File: src/rtl/yuvrot_pkg.sv
package yuvrot_pkg;

  // Input and output field widths
  localparam int unsigned COORD_W  = 12;
  localparam int unsigned SAMPLE_W = 8;
  localparam int unsigned IDX_W    = 24;
  localparam int unsigned CIDX_W   = 25;
  localparam int unsigned PIXEL_W  = 32;

  // Configuration register widths
  localparam int unsigned DIMREG_W  = 13;
  localparam int unsigned CROW_W    = 15;
  localparam int unsigned CPIX_W    = 3;
  localparam int unsigned CFG_DATA_W = 15;

  // Color coefficients (Q10 for red/blue, Q17 for green)
  localparam logic [10:0] COEF_RV = 11'd1436;
  localparam logic [15:0] COEF_GU = 16'd46549;
  localparam logic [16:0] COEF_GV = 17'd93604;
  localparam logic [10:0] COEF_BU = 11'd1814;

  // Channel offsets
  localparam logic [7:0] OFS_R  = 8'd179;
  localparam logic [7:0] OFS_G0 = 8'd44;
  localparam logic [7:0] OFS_G1 = 8'd91;
  localparam logic [7:0] OFS_B  = 8'd227;
  localparam logic [7:0] ALPHA  = 8'd255;

  // Signed working width of a channel before clamping
  localparam int unsigned CHAN_W = 11;

  // Register reset values
  localparam logic [DIMREG_W-1:0] RST_FRAME_WIDTH  = 13'd640;
  localparam logic [DIMREG_W-1:0] RST_FRAME_HEIGHT = 13'd480;
  localparam logic [CROW_W-1:0]   RST_CROW_STRIDE  = 15'd640;
  localparam logic [CPIX_W-1:0]   RST_CPIX_STRIDE  = 3'd2;

  // Configuration register map
  typedef enum logic [1:0] {
    REG_FRAME_WIDTH   = 2'd0,
    REG_FRAME_HEIGHT  = 2'd1,
    REG_CROW_STRIDE   = 2'd2,
    REG_CPIX_STRIDE   = 2'd3
  } cfg_reg_t;

  // Per-stage load enables from the pipeline control
  typedef struct packed {
    logic s1;
    logic s2;
    logic s3;
  } stage_en_t;

endpackage

File: src/rtl/yuvrot_ctrl.sv
module yuvrot_ctrl (
  input  logic                   clk,
  input  logic                   rst,
  input  logic                   in_valid,
  output logic                   in_ready,
  output logic                   out_valid,
  input  logic                   out_ready,
  output yuvrot_pkg::stage_en_t  en
);

  logic v1;
  logic v2;
  logic v3;

  // A stage loads when it is empty or its content moves on
  always_comb begin
    en.s3 = !v3 || out_ready;
    en.s2 = !v2 || en.s3;
    en.s1 = !v1 || en.s2;
  end

  assign in_ready  = en.s1;
  assign out_valid = v3;

  // Valid bits travel with the data
  always_ff @(posedge clk) begin
    if (rst) begin
      v1 <= 1'b0;
      v2 <= 1'b0;
      v3 <= 1'b0;
    end else begin
      if (en.s1) v1 <= in_valid;
      if (en.s2) v2 <= v1;
      if (en.s3) v3 <= v2;
    end
  end

endmodule

File: src/rtl/yuvrot_color.sv
module yuvrot_color (
  input  logic                                 clk,
  input  yuvrot_pkg::stage_en_t                en,
  input  logic [yuvrot_pkg::SAMPLE_W-1:0]      luma,
  input  logic [yuvrot_pkg::SAMPLE_W-1:0]      chroma_u,
  input  logic [yuvrot_pkg::SAMPLE_W-1:0]      chroma_v,
  output logic [yuvrot_pkg::PIXEL_W-1:0]       pixel_word
);

  localparam int unsigned CW = yuvrot_pkg::CHAN_W;

  // Stage 1: constant products, scaled
  logic [7:0]  y1;
  logic [8:0]  rv1;
  logic [6:0]  gu1;
  logic [7:0]  gv1;
  logic [8:0]  bu1;

  logic [18:0] rv_prod;
  logic [23:0] gu_prod;
  logic [24:0] gv_prod;
  logic [18:0] bu_prod;

  assign rv_prod = 19'(chroma_v) * 19'(yuvrot_pkg::COEF_RV);
  assign gu_prod = 24'(chroma_u) * 24'(yuvrot_pkg::COEF_GU);
  assign gv_prod = 25'(chroma_v) * 25'(yuvrot_pkg::COEF_GV);
  assign bu_prod = 19'(chroma_u) * 19'(yuvrot_pkg::COEF_BU);

  always_ff @(posedge clk) begin
    if (en.s1) begin
      y1  <= luma;
      rv1 <= rv_prod[18:10];
      gu1 <= gu_prod[23:17];
      gv1 <= gv_prod[24:17];
      bu1 <= bu_prod[18:10];
    end
  end

  // Stage 2: offsets, two's complement in CW bits
  logic [CW-1:0] rt2;
  logic [CW-1:0] gt2;
  logic [CW-1:0] bt2;

  always_ff @(posedge clk) begin
    if (en.s2) begin
      rt2 <= CW'(y1) + CW'(rv1) - CW'(yuvrot_pkg::OFS_R);
      gt2 <= CW'(y1) - CW'(gu1) - CW'(gv1)
             + CW'(yuvrot_pkg::OFS_G0) + CW'(yuvrot_pkg::OFS_G1);
      bt2 <= CW'(y1) + CW'(bu1) - CW'(yuvrot_pkg::OFS_B);
    end
  end

  // Clamp to 0..255: sign bit gives 0, any bit above 7 gives 255
  function automatic logic [7:0] clip8(input logic [CW-1:0] val);
    logic [7:0] res;
    if (val[CW-1])
      res = 8'd0;
    else if (val[CW-2:8] != '0)
      res = 8'd255;
    else
      res = val[7:0];
    return res;
  endfunction

  // Stage 3: clamp and pack into the output register
  always_ff @(posedge clk) begin
    if (en.s3) begin
      pixel_word <= {yuvrot_pkg::ALPHA, clip8(bt2), clip8(gt2), clip8(rt2)};
    end
  end

endmodule

File: src/rtl/yuvrot_addr.sv
module yuvrot_addr #(
  parameter int unsigned DIM_W = 13
) (
  input  logic                                clk,
  input  yuvrot_pkg::stage_en_t               en,
  input  logic [DIM_W-1:0]                    width_sat,
  input  logic [DIM_W-1:0]                    height_sat,
  input  logic [yuvrot_pkg::CROW_W-1:0]       crow_stride,
  input  logic [yuvrot_pkg::CPIX_W-1:0]       cpix_stride,
  input  logic [yuvrot_pkg::COORD_W-1:0]      column,
  input  logic [yuvrot_pkg::COORD_W-1:0]      row,
  output logic [yuvrot_pkg::IDX_W-1:0]        dest_index,
  output logic [yuvrot_pkg::IDX_W-1:0]        luma_index,
  output logic [yuvrot_pkg::CIDX_W-1:0]       chroma_index
);

  localparam int unsigned CRD = yuvrot_pkg::COORD_W;
  localparam int unsigned IW  = yuvrot_pkg::IDX_W;
  localparam int unsigned CIW = yuvrot_pkg::CIDX_W;
  localparam int unsigned DP_W = DIM_W + CRD + 1;
  localparam int unsigned LP_W = DIM_W + CRD;
  localparam int unsigned CP_W = yuvrot_pkg::CPIX_W + CRD - 1;
  localparam int unsigned CR_W = yuvrot_pkg::CROW_W + CRD - 1;
  localparam int unsigned CS_W = CR_W + 1;

  // Stage 1: the four products
  logic [DP_W-1:0] dest_prod;
  logic [LP_W-1:0] luma_prod;
  logic [CP_W-1:0] cpix_prod;
  logic [CR_W-1:0] crow_prod;

  assign dest_prod = DP_W'(height_sat) * (DP_W'(column) + DP_W'(1));
  assign luma_prod = LP_W'(row) * LP_W'(width_sat);
  assign cpix_prod = CP_W'(cpix_stride) * CP_W'(column[CRD-1:1]);
  assign crow_prod = CR_W'(crow_stride) * CR_W'(row[CRD-1:1]);

  logic [IW-1:0]  dest_p1;
  logic [IW-1:0]  luma_p1;
  logic [CRD:0]   row_p1;
  logic [CRD-1:0] col1;
  logic [CP_W-1:0] cpix1;
  logic [CR_W-1:0] crow1;

  always_ff @(posedge clk) begin
    if (en.s1) begin
      dest_p1 <= IW'(dest_prod);
      luma_p1 <= IW'(luma_prod);
      row_p1  <= (CRD+1)'(row) + (CRD+1)'(1);
      col1    <= column;
      cpix1   <= cpix_prod;
      crow1   <= crow_prod;
    end
  end

  // Stage 2: final adds and subtract, each wrapping at its field width
  logic [IW-1:0]  dest2;
  logic [IW-1:0]  luma2;
  logic [CIW-1:0] chroma2;
  logic [CS_W-1:0] csum;

  assign csum = CS_W'(cpix1) + CS_W'(crow1);

  always_ff @(posedge clk) begin
    if (en.s2) begin
      dest2   <= dest_p1 - IW'(row_p1);
      luma2   <= luma_p1 + IW'(col1);
      chroma2 <= CIW'(csum);
    end
  end

  // Stage 3: output register
  always_ff @(posedge clk) begin
    if (en.s3) begin
      dest_index   <= dest2;
      luma_index   <= luma2;
      chroma_index <= chroma2;
    end
  end

endmodule

File: src/rtl/yuv420_to_rgba_rotate_core.sv
// An accepted input beat is registered at the product, offset and clamp stages before its output beat.
// Throughput: one pixel per cycle while the output is not stalled; set by the three-stage multiply/add/clamp pipeline.
// A stalled output holds the pipeline in place; nothing is dropped or repeated.
// Reset (synchronous, active high) empties the pipeline and loads the
// configuration defaults: 640 x 480, chroma row stride 640, pixel stride 2.
module yuv420_to_rgba_rotate_core #(
  parameter int unsigned MAX_DIM = 4096
) (
  input  logic                                clk,
  input  logic                                rst,
  // configuration write port
  input  logic                                cfg_we,
  input  logic [1:0]                          cfg_index,
  input  logic [yuvrot_pkg::CFG_DATA_W-1:0]   cfg_data,
  // input channel
  input  logic                                in_valid,
  output logic                                in_ready,
  input  logic [yuvrot_pkg::COORD_W-1:0]      column,
  input  logic [yuvrot_pkg::COORD_W-1:0]      row,
  input  logic [yuvrot_pkg::SAMPLE_W-1:0]     luma,
  input  logic [yuvrot_pkg::SAMPLE_W-1:0]     chroma_u,
  input  logic [yuvrot_pkg::SAMPLE_W-1:0]     chroma_v,
  // output channel
  output logic                                out_valid,
  input  logic                                out_ready,
  output logic [yuvrot_pkg::PIXEL_W-1:0]      pixel_word,
  output logic [yuvrot_pkg::IDX_W-1:0]        dest_index,
  output logic [yuvrot_pkg::IDX_W-1:0]        luma_index,
  output logic [yuvrot_pkg::CIDX_W-1:0]       chroma_index
);

  localparam int unsigned DIM_W = $clog2(MAX_DIM + 1);
  localparam int unsigned CMP_W = yuvrot_pkg::DIMREG_W + 1;

  logic [yuvrot_pkg::DIMREG_W-1:0] frame_width;
  logic [yuvrot_pkg::DIMREG_W-1:0] frame_height;
  logic [yuvrot_pkg::CROW_W-1:0]   chroma_row_stride;
  logic [yuvrot_pkg::CPIX_W-1:0]   chroma_pixel_stride;

  // Configuration registers
  always_ff @(posedge clk) begin
    if (rst) begin
      frame_width         <= yuvrot_pkg::RST_FRAME_WIDTH;
      frame_height        <= yuvrot_pkg::RST_FRAME_HEIGHT;
      chroma_row_stride   <= yuvrot_pkg::RST_CROW_STRIDE;
      chroma_pixel_stride <= yuvrot_pkg::RST_CPIX_STRIDE;
    end else if (cfg_we) begin
      unique case (yuvrot_pkg::cfg_reg_t'(cfg_index))
        yuvrot_pkg::REG_FRAME_WIDTH:
          frame_width <= cfg_data[yuvrot_pkg::DIMREG_W-1:0];
        yuvrot_pkg::REG_FRAME_HEIGHT:
          frame_height <= cfg_data[yuvrot_pkg::DIMREG_W-1:0];
        yuvrot_pkg::REG_CROW_STRIDE:
          chroma_row_stride <= cfg_data[yuvrot_pkg::CROW_W-1:0];
        yuvrot_pkg::REG_CPIX_STRIDE:
          chroma_pixel_stride <= cfg_data[yuvrot_pkg::CPIX_W-1:0];
        default: ;
      endcase
    end
  end

  // Frame dimensions saturate at MAX_DIM
  logic [DIM_W-1:0] width_sat;
  logic [DIM_W-1:0] height_sat;

  always_comb begin
    if (CMP_W'(frame_width) > CMP_W'(MAX_DIM))
      width_sat = DIM_W'(MAX_DIM);
    else
      width_sat = DIM_W'(frame_width);
    if (CMP_W'(frame_height) > CMP_W'(MAX_DIM))
      height_sat = DIM_W'(MAX_DIM);
    else
      height_sat = DIM_W'(frame_height);
  end

  // Pipeline control
  yuvrot_pkg::stage_en_t en;

  yuvrot_ctrl u_ctrl (
    .clk       (clk),
    .rst       (rst),
    .in_valid  (in_valid),
    .in_ready  (in_ready),
    .out_valid (out_valid),
    .out_ready (out_ready),
    .en        (en)
  );

  // Color datapath
  yuvrot_color u_color (
    .clk        (clk),
    .en         (en),
    .luma       (luma),
    .chroma_u   (chroma_u),
    .chroma_v   (chroma_v),
    .pixel_word (pixel_word)
  );

  // Address datapath
  yuvrot_addr #(
    .DIM_W (DIM_W)
  ) u_addr (
    .clk          (clk),
    .en           (en),
    .width_sat    (width_sat),
    .height_sat   (height_sat),
    .crow_stride  (chroma_row_stride),
    .cpix_stride  (chroma_pixel_stride),
    .column       (column),
    .row          (row),
    .dest_index   (dest_index),
    .luma_index   (luma_index),
    .chroma_index (chroma_index)
  );

endmodule

File: config.mk
export PLATFORM = sky130hd
export DESIGN_NAME = yuv420_to_rgba_rotate_core
export DESIGN_NICKNAME = d
export VERILOG_FILES = /design/src/rtl/yuvrot_pkg.sv /design/src/rtl/yuvrot_ctrl.sv /design/src/rtl/yuvrot_color.sv /design/src/rtl/yuvrot_addr.sv /design/src/rtl/yuv420_to_rgba_rotate_core.sv
export SDC_FILE = /design/constraint.sdc
export NUM_CORES = 2
export LEC_CHECK = 0
export ABC_AREA = 1
export CAP_MARGIN = 15
export CORE_MARGIN = 2
export CORE_UTILIZATION = 45
export DETAILED_ROUTE_END_ITERATION = 8
export DONT_BUFFER_PORTS = 1
export HOLD_SLACK_MARGIN = 0.15
export PLACE_DENSITY = 0.63
export SYNTH_ARGS = -nofsm -noshare
export SYNTH_HDL_FRONTEND = slang
export SYNTH_HIERARCHICAL = 1
export SYNTH_SLANG_ARGS = --single-unit
File: constraint.sdc
create_clock -name clk -period 5.25 [get_ports clk]
set_input_delay 0.2625 -clock clk [delete_from_list [all_inputs] [get_ports clk]]
set_output_delay 0.2625 -clock clk [all_outputs]
set_load 0.01 [all_outputs]
=== After elaboration in Yosys (flattened, before gate mapping) ===
Cells that the tools add are included.
Widths: inputs -> output; s select.

* Register bits: 403
* Input port bits: 70
* Output and inout bits: 107
* Word-level logic and storage cells: 75

* Add/subtract/negate cells: 13
* $mul: 8
* Order comparisons: 2
* Equality and inequality tests: 3
* Mux-type cells: 5
* Reduce and logical (&&, ||, !) cells: 14

{| class="wikitable"
|+ Operators with widths
! operator !! number
|-
| $add 12x1->13 const B || 2
|-
| $gt 13x13->1 const B || 2
|-
| $mul 13x26->24 || 1
|-
| $mux 13 || 2
|-
| $add 14x25->25 || 1
|-
| $mul 15x11->25 || 1
|-
| $add 24x12->24 || 1
|-
| $mul 12x13->24 || 1
|-
| $mul 8x16->24 const B || 1
|-
| $mux 8 || 3
|-
| $sub 24x13->24 || 1
|-
| $mul 8x15->23 const B || 1
|-
| $sub 11x8->11 const B || 2
|-
| $add 8x9->10 || 2
|-
| $mul 8x10->18 const B || 1
|-
| $mul 8x9->17 const B || 1
|-
| $mul 3x11->14 || 1
|-
| $add 11x6->11 const B || 1
|-
| $add 11x7->11 const B || 1
|-
| $sub 11x8->11 || 1
|-
| $sub 8x7->9 || 1
|-
| $reduce_and 2->1 || 4
|-
| $reduce_bool 2->1 || 3
|-
| $eq 2x2->1 const B || 2
|-
| 4 further kinds || 8
|}

=== Depth between registers and ports, before layout ===
* Depth after elaboration: 4
* Gate-level depth with buffers: 31
* Gate-level depth less buffers: 31

=== Hierarchy ===
The synthesis kept the hierarchy.

{| class="wikitable"
|+ Modules (own cells, without submodules)
! module !! times used !! cells an instance !! area an instance (um^2) !! seq. area each (um^2)
|-
| yuvrot_addr || 1 || 3078 || 27770.4 || 7747.4
|-
| yuvrot_color || 1 || 1377 || 11955.2 || 2942.8
|-
| yuv420_to_rgba_rotate_core || 1 || 249 || 1935.6 || 880.8
|-
| yuvrot_ctrl || 1 || 14 || 118.9 || 60.1
|}

=== Worst setup path after synthesis ===
Ideal clock, no wire load.

* Kind: register to register
* Start point: register frame_width[6] (netlist bit)
* End point: register u_addr.luma_p1[19] (data pin)
* Library setup time: 0.252 ns
* Data arrival time: 5.388 ns
* Data required time: 4.998 ns
* Slack: -0.391 ns
* Stages on the path, launching flop included: 27
* Path buffers: 2
* Period minus slack after synthesis: 5.641 ns
* Path through: dfxtp_1 nor2_1 nand2_1 nor2_1 nand2_1 buf_2 a21oi_1 clkbuf_1 nand2_1 fa_1 inv_1 fa_1 inv_1 fa_1 inv_1 fa_1 inv_1 fa_1 inv_1 ha_1 a21oi_1 a21boi_0 inv_1 a21oi_1 nand2_1 nand2_1 nand2_1

* Longest elaborated chain between the ends: 3

{| class="wikitable"
|+ Ends and longest elaborated chain
! what !! RTL line !! source
|-
| start, declared || yuv420_to_rgba_rotate_core.sv:35 || <nowiki>logic [yuvrot_pkg::DIMREG_W-1:0] frame_width;</nowiki>
|-
| start signal, assigned || yuv420_to_rgba_rotate_core.sv:43 || <nowiki>frame_width <= yuvrot_pkg::RST_FRAME_WIDTH;</nowiki>
|-
| start signal, assigned || yuv420_to_rgba_rotate_core.sv:50 || <nowiki>frame_width <= cfg_data[yuvrot_pkg::DIMREG_W-1:0];</nowiki>
|-
| $gt 13x13->1 || yuv420_to_rgba_rotate_core.sv:67 || <nowiki>if (CMP_W'(frame_width) > CMP_W'(MAX_DIM))</nowiki>
|-
| $mux 13 || yuv420_to_rgba_rotate_core.sv:67 ||
|-
| net width_sat[3] || yuv420_to_rgba_rotate_core.sv:63 || <nowiki>logic [DIM_W-1:0] width_sat;</nowiki>
|-
| $mul 12x13->24 || yuvrot_addr.sv:33 || <nowiki>assign luma_prod = LP_W'(row) * LP_W'(width_sat);</nowiki>
|-
| net u_addr.luma_prod[19] || yuvrot_addr.sv:28 || <nowiki>logic [LP_W-1:0] luma_prod;</nowiki>
|-
| end signal, assigned || yuvrot_addr.sv:47 || <nowiki>luma_p1 <= IW'(luma_prod);</nowiki>
|-
| end, declared || yuvrot_addr.sv:38 || <nowiki>logic [IW-1:0] luma_p1;</nowiki>
|}

The timed path passes the listed nets, and every way through them passes these cells.
A chain may end at the register's enable or synchronous reset.

=== Worst setup path after layout ===
* Start point: register frame_width[5] (netlist bit)
* End point: register u_addr.luma_p1[23] (data pin)

Same word-level chain as after synthesis.

==> results.ini <==
[outcome]
status=complete, but fails checks
violations=setup timing

[final_layout]
nets=6000
area_growth_pct=16.74
final_cells=6294
layout_common_cells=inv_1 (1064), nand2_1 (919), fa_1 (442)
fin_util=0.5313
final_area_um2=48770
drive_gt1_frac=0.1299
mostFrequentLayoutCell=inv_1
num_antenna_cells=0

[yosys]
ys_types=62
avgSynthCellArea_um2=8.855
yosys.area_share.simple=0.1558
synth-seq-cells=403
syn_area_um2=41780
netlist_instances=4718
synth_fa_ha_area_frac=0.3558
synth-xor-area-share=0.03731
synthMuxAreaShare=0
synth_seq_area_share=0.2784
synth-compound-area-share=0.06130
synth_top_family_by_area=adder cells
yosysWarningCount=6

[die]
die_area_um2=95300
fp.coreArea_um2=91800
die_y_um=308.7
dieWidth_um=308.7
fp-row-count=111
initial_core_util=0.4551
pin_count=177

[flow_run]
max_cap_viol_count=0

[detailed_routing]
routedWlPerCell_um=16.36
vias_per_cell=4.953
totalWireLength_um=102900
antenna_left=0
drt_pass1_iterations=8
vias=31180
drt-initial-drc-count=2009
drc_errors=0

[timing]
timing.final.crit_share=1.012
setup_viol=10
maxSlewViolCount=0
grt_setup_unrepaired=yes
relSlewSlack=0.3026
worst_pin_slew_ps=1044
min_period_ps=5312
max_freq_mhz=188.2
finalWorstSetupSlack_ps=-62.47
hold_viol=0
fin_skew_ps=19.61

[placement]
dp_cells=6088
post_dp_cell_area_um2=44690
io_buffers=0
dp_hpwl_um=80790
place_congestion=0.9196
dpl_worst_slack_ps=-350.7

[critical_path]
worstPathCellList=nor2_2, nand2_1, nor2_2, nand2_4, buf_6, a21oi_4, buf_6, buf_6, buf_4, nand2_1, fa_1, inv_1, fa_1, fa_1, fa_1, ha_4, ha_4, a21oi_1, o21ai_1, a21oi_1, nand3_2, xnor2_2
slowest_stage=fa_1
r2r_cells=22
cp_max_fo=7
crit_type=reg -> reg
cp-start-kind=flip-flop
crit_buf_inv=5
cp.depth=22
crit_family=adder cells
cp_common_cell=fa_1
cp.arrival_ps=5680
worstPathRequired_ps=5610
slowest_delay_ps=560
end_kind=flip-flop

[clocking]
clk_pin_slew_ps=60
ctsRootBufferMaster=clkbuf_16
cts_buffers=46
insertion_delay_ps=630
clock-sinks=403
htree_levels=2
cts_max_path_buffers=3
cts_tree=yes

[power_and_ir_drop]
p_per_area_nw_per_um2=469.5
p_leak_nw=25.18
ir_drop_mv=0.3561
power_mw=22.90

[hold_path]
min_path_cells=5
hold_path.class=in -> reg

[global_routing]
grt_pass1_vias=31490
grt_pass1_wl_um=166500
grt_max_degree=109
grt_usage=0.2199
antenna_found_initial=2
overflow=0

## where the power goes
group / total [mW] / switching (mW) / internal (mW)
registers: 6.06 / 0.758 / 5.30
clock network: 3.51 / 1.40 / 2.11
logic: 13.3 / 7.73 / 5.60
total: 22.9 / 9.89 / 13.0
## cell families after synthesis
| family | after synthesis |
|---|---|
| AOI/OAI and AO/OA | 461 |
| and+or+nand+nor | 1546 |
| other | 1 |
| adders and majority gates | 917 |
| buffers and inverters | 1212 |
| DFF | 403 |
| xor gates and xnor gates | 178 |
## cells in the mapped netlist, drive strengths merged
library cell	count	area share
and2b	1	0.00018
o21a	1	0.00018
fa	452	0.22
o22ai	1	0.00015
dfxtp	47	0.023
xnor2	54	0.011
ha	465	0.14
and2	3	0.00048
a21o	23	0.0041
and3	1	0.00015
o21ai	114	0.014
a31oi	6	0.00090
a21boi	10	0.0018
xor2	124	0.026
nor4	15	0.0022
nand2	974	0.088
buf	33	0.0052
a21oi	270	0.033
or3	1	0.00015
clkinv	7	0.00066
nor3b	2	0.00048
nand3b	11	0.0023
nor2	305	0.030
nand3	147	0.018
o311ai	1	0.00021
or2	5	0.00075
nor3	35	0.0052
inv	1101	0.099
edfxtp	356	0.26
conb	1	0.000090
o21bai	19	0.0035
a211oi	2	0.00036
nand2b	1	0.00015
o31ai	2	0.00036
o2111ai	1	0.00021
nand4	45	0.0070
clkbuf	71	0.0064
o211ai	11	0.0020
## registers in the layout, summed over array words and instances (netlist names), 12 cells and up
signal,flops
u_addr/dest_p1,24
u_addr/dest_index,24
frame_height,13
u_addr/dest2,24
u_addr/row_p1,13
u_addr/chroma2,25
u_addr/cpix1,14
u_addr/luma_index,24
u_color/pixel_word,24
chroma_row_stride,15
u_addr/crow1,25
u_addr/chroma_index,25
u_addr/luma_p1,24
u_addr/luma2,24
frame_width,13
u_addr/col1,12
## through the flow
step                TNS [ps]  hold WS, ps
floorplan             -33.31        331.6
global placement       -4420        332.2
detailed placement     -6273        335.1
CTS                   -307.2        160.9
global route           -6136        200.1
finish                -302.2        191.3
## layer usage
layer / up-vias / share of wire / global-route usage
met4: 4 / 0.026 / 0.05933
met1: 15060 / 0.46 / 0.3074
met3: 134 / 0.055 / 0.03987
met5: - / 0.00024 / 0
met2: 682 / 0.46 / 0.3518
li1: 15290 / - / -
## path summary, 6_finish.rpt
path | startpoint | slack (ps) | to
worst max-delay path | frame_width[5]$_SDFFE_PP0P_ | -60 | u_addr/luma_p1[23]$_DFFE_PP_
worst min-delay path | chroma_v[0] | 190 | u_color/gv1[7]$_DFFE_PP_
worst max register to register | frame_width[5]$_SDFFE_PP0P_ | -60 | u_addr/luma_p1[23]$_DFFE_PP_
worst min register to register | u_addr/chroma2[24]$_DFFE_PP_ | 410 | u_addr/chroma_index[24]$_DFFE_PP_
## worst min-delay path, cell delays in order
cell and delay, ps:
nand2_1 40, nor2_1 70, nand4_2 130, nand4_1 100
nand2_1 90
## timing repair
item                                   CTS  global route
setup buffers                           10            31
cloned                                   1             0
pin swaps                               16           112
resized for setup                      107           203
endpoints found under the hold margin   95             0
hold buffers                            78             0
setup endpoints to repair               29            43
## area by class of cell
class / count / area (µm²)
clock buffers: 53 / 1199
repair buffers: 344 / 2939
clock inverters: 33 / 471.7
well taps: 1243 / 1555
fillers: 8341 / 43030
flip-flops and latches: 403 / 11640
multi-input cells: 3110 / 26780
inverters: 1108 / 4185
Power figures use the tool's default switching activity.
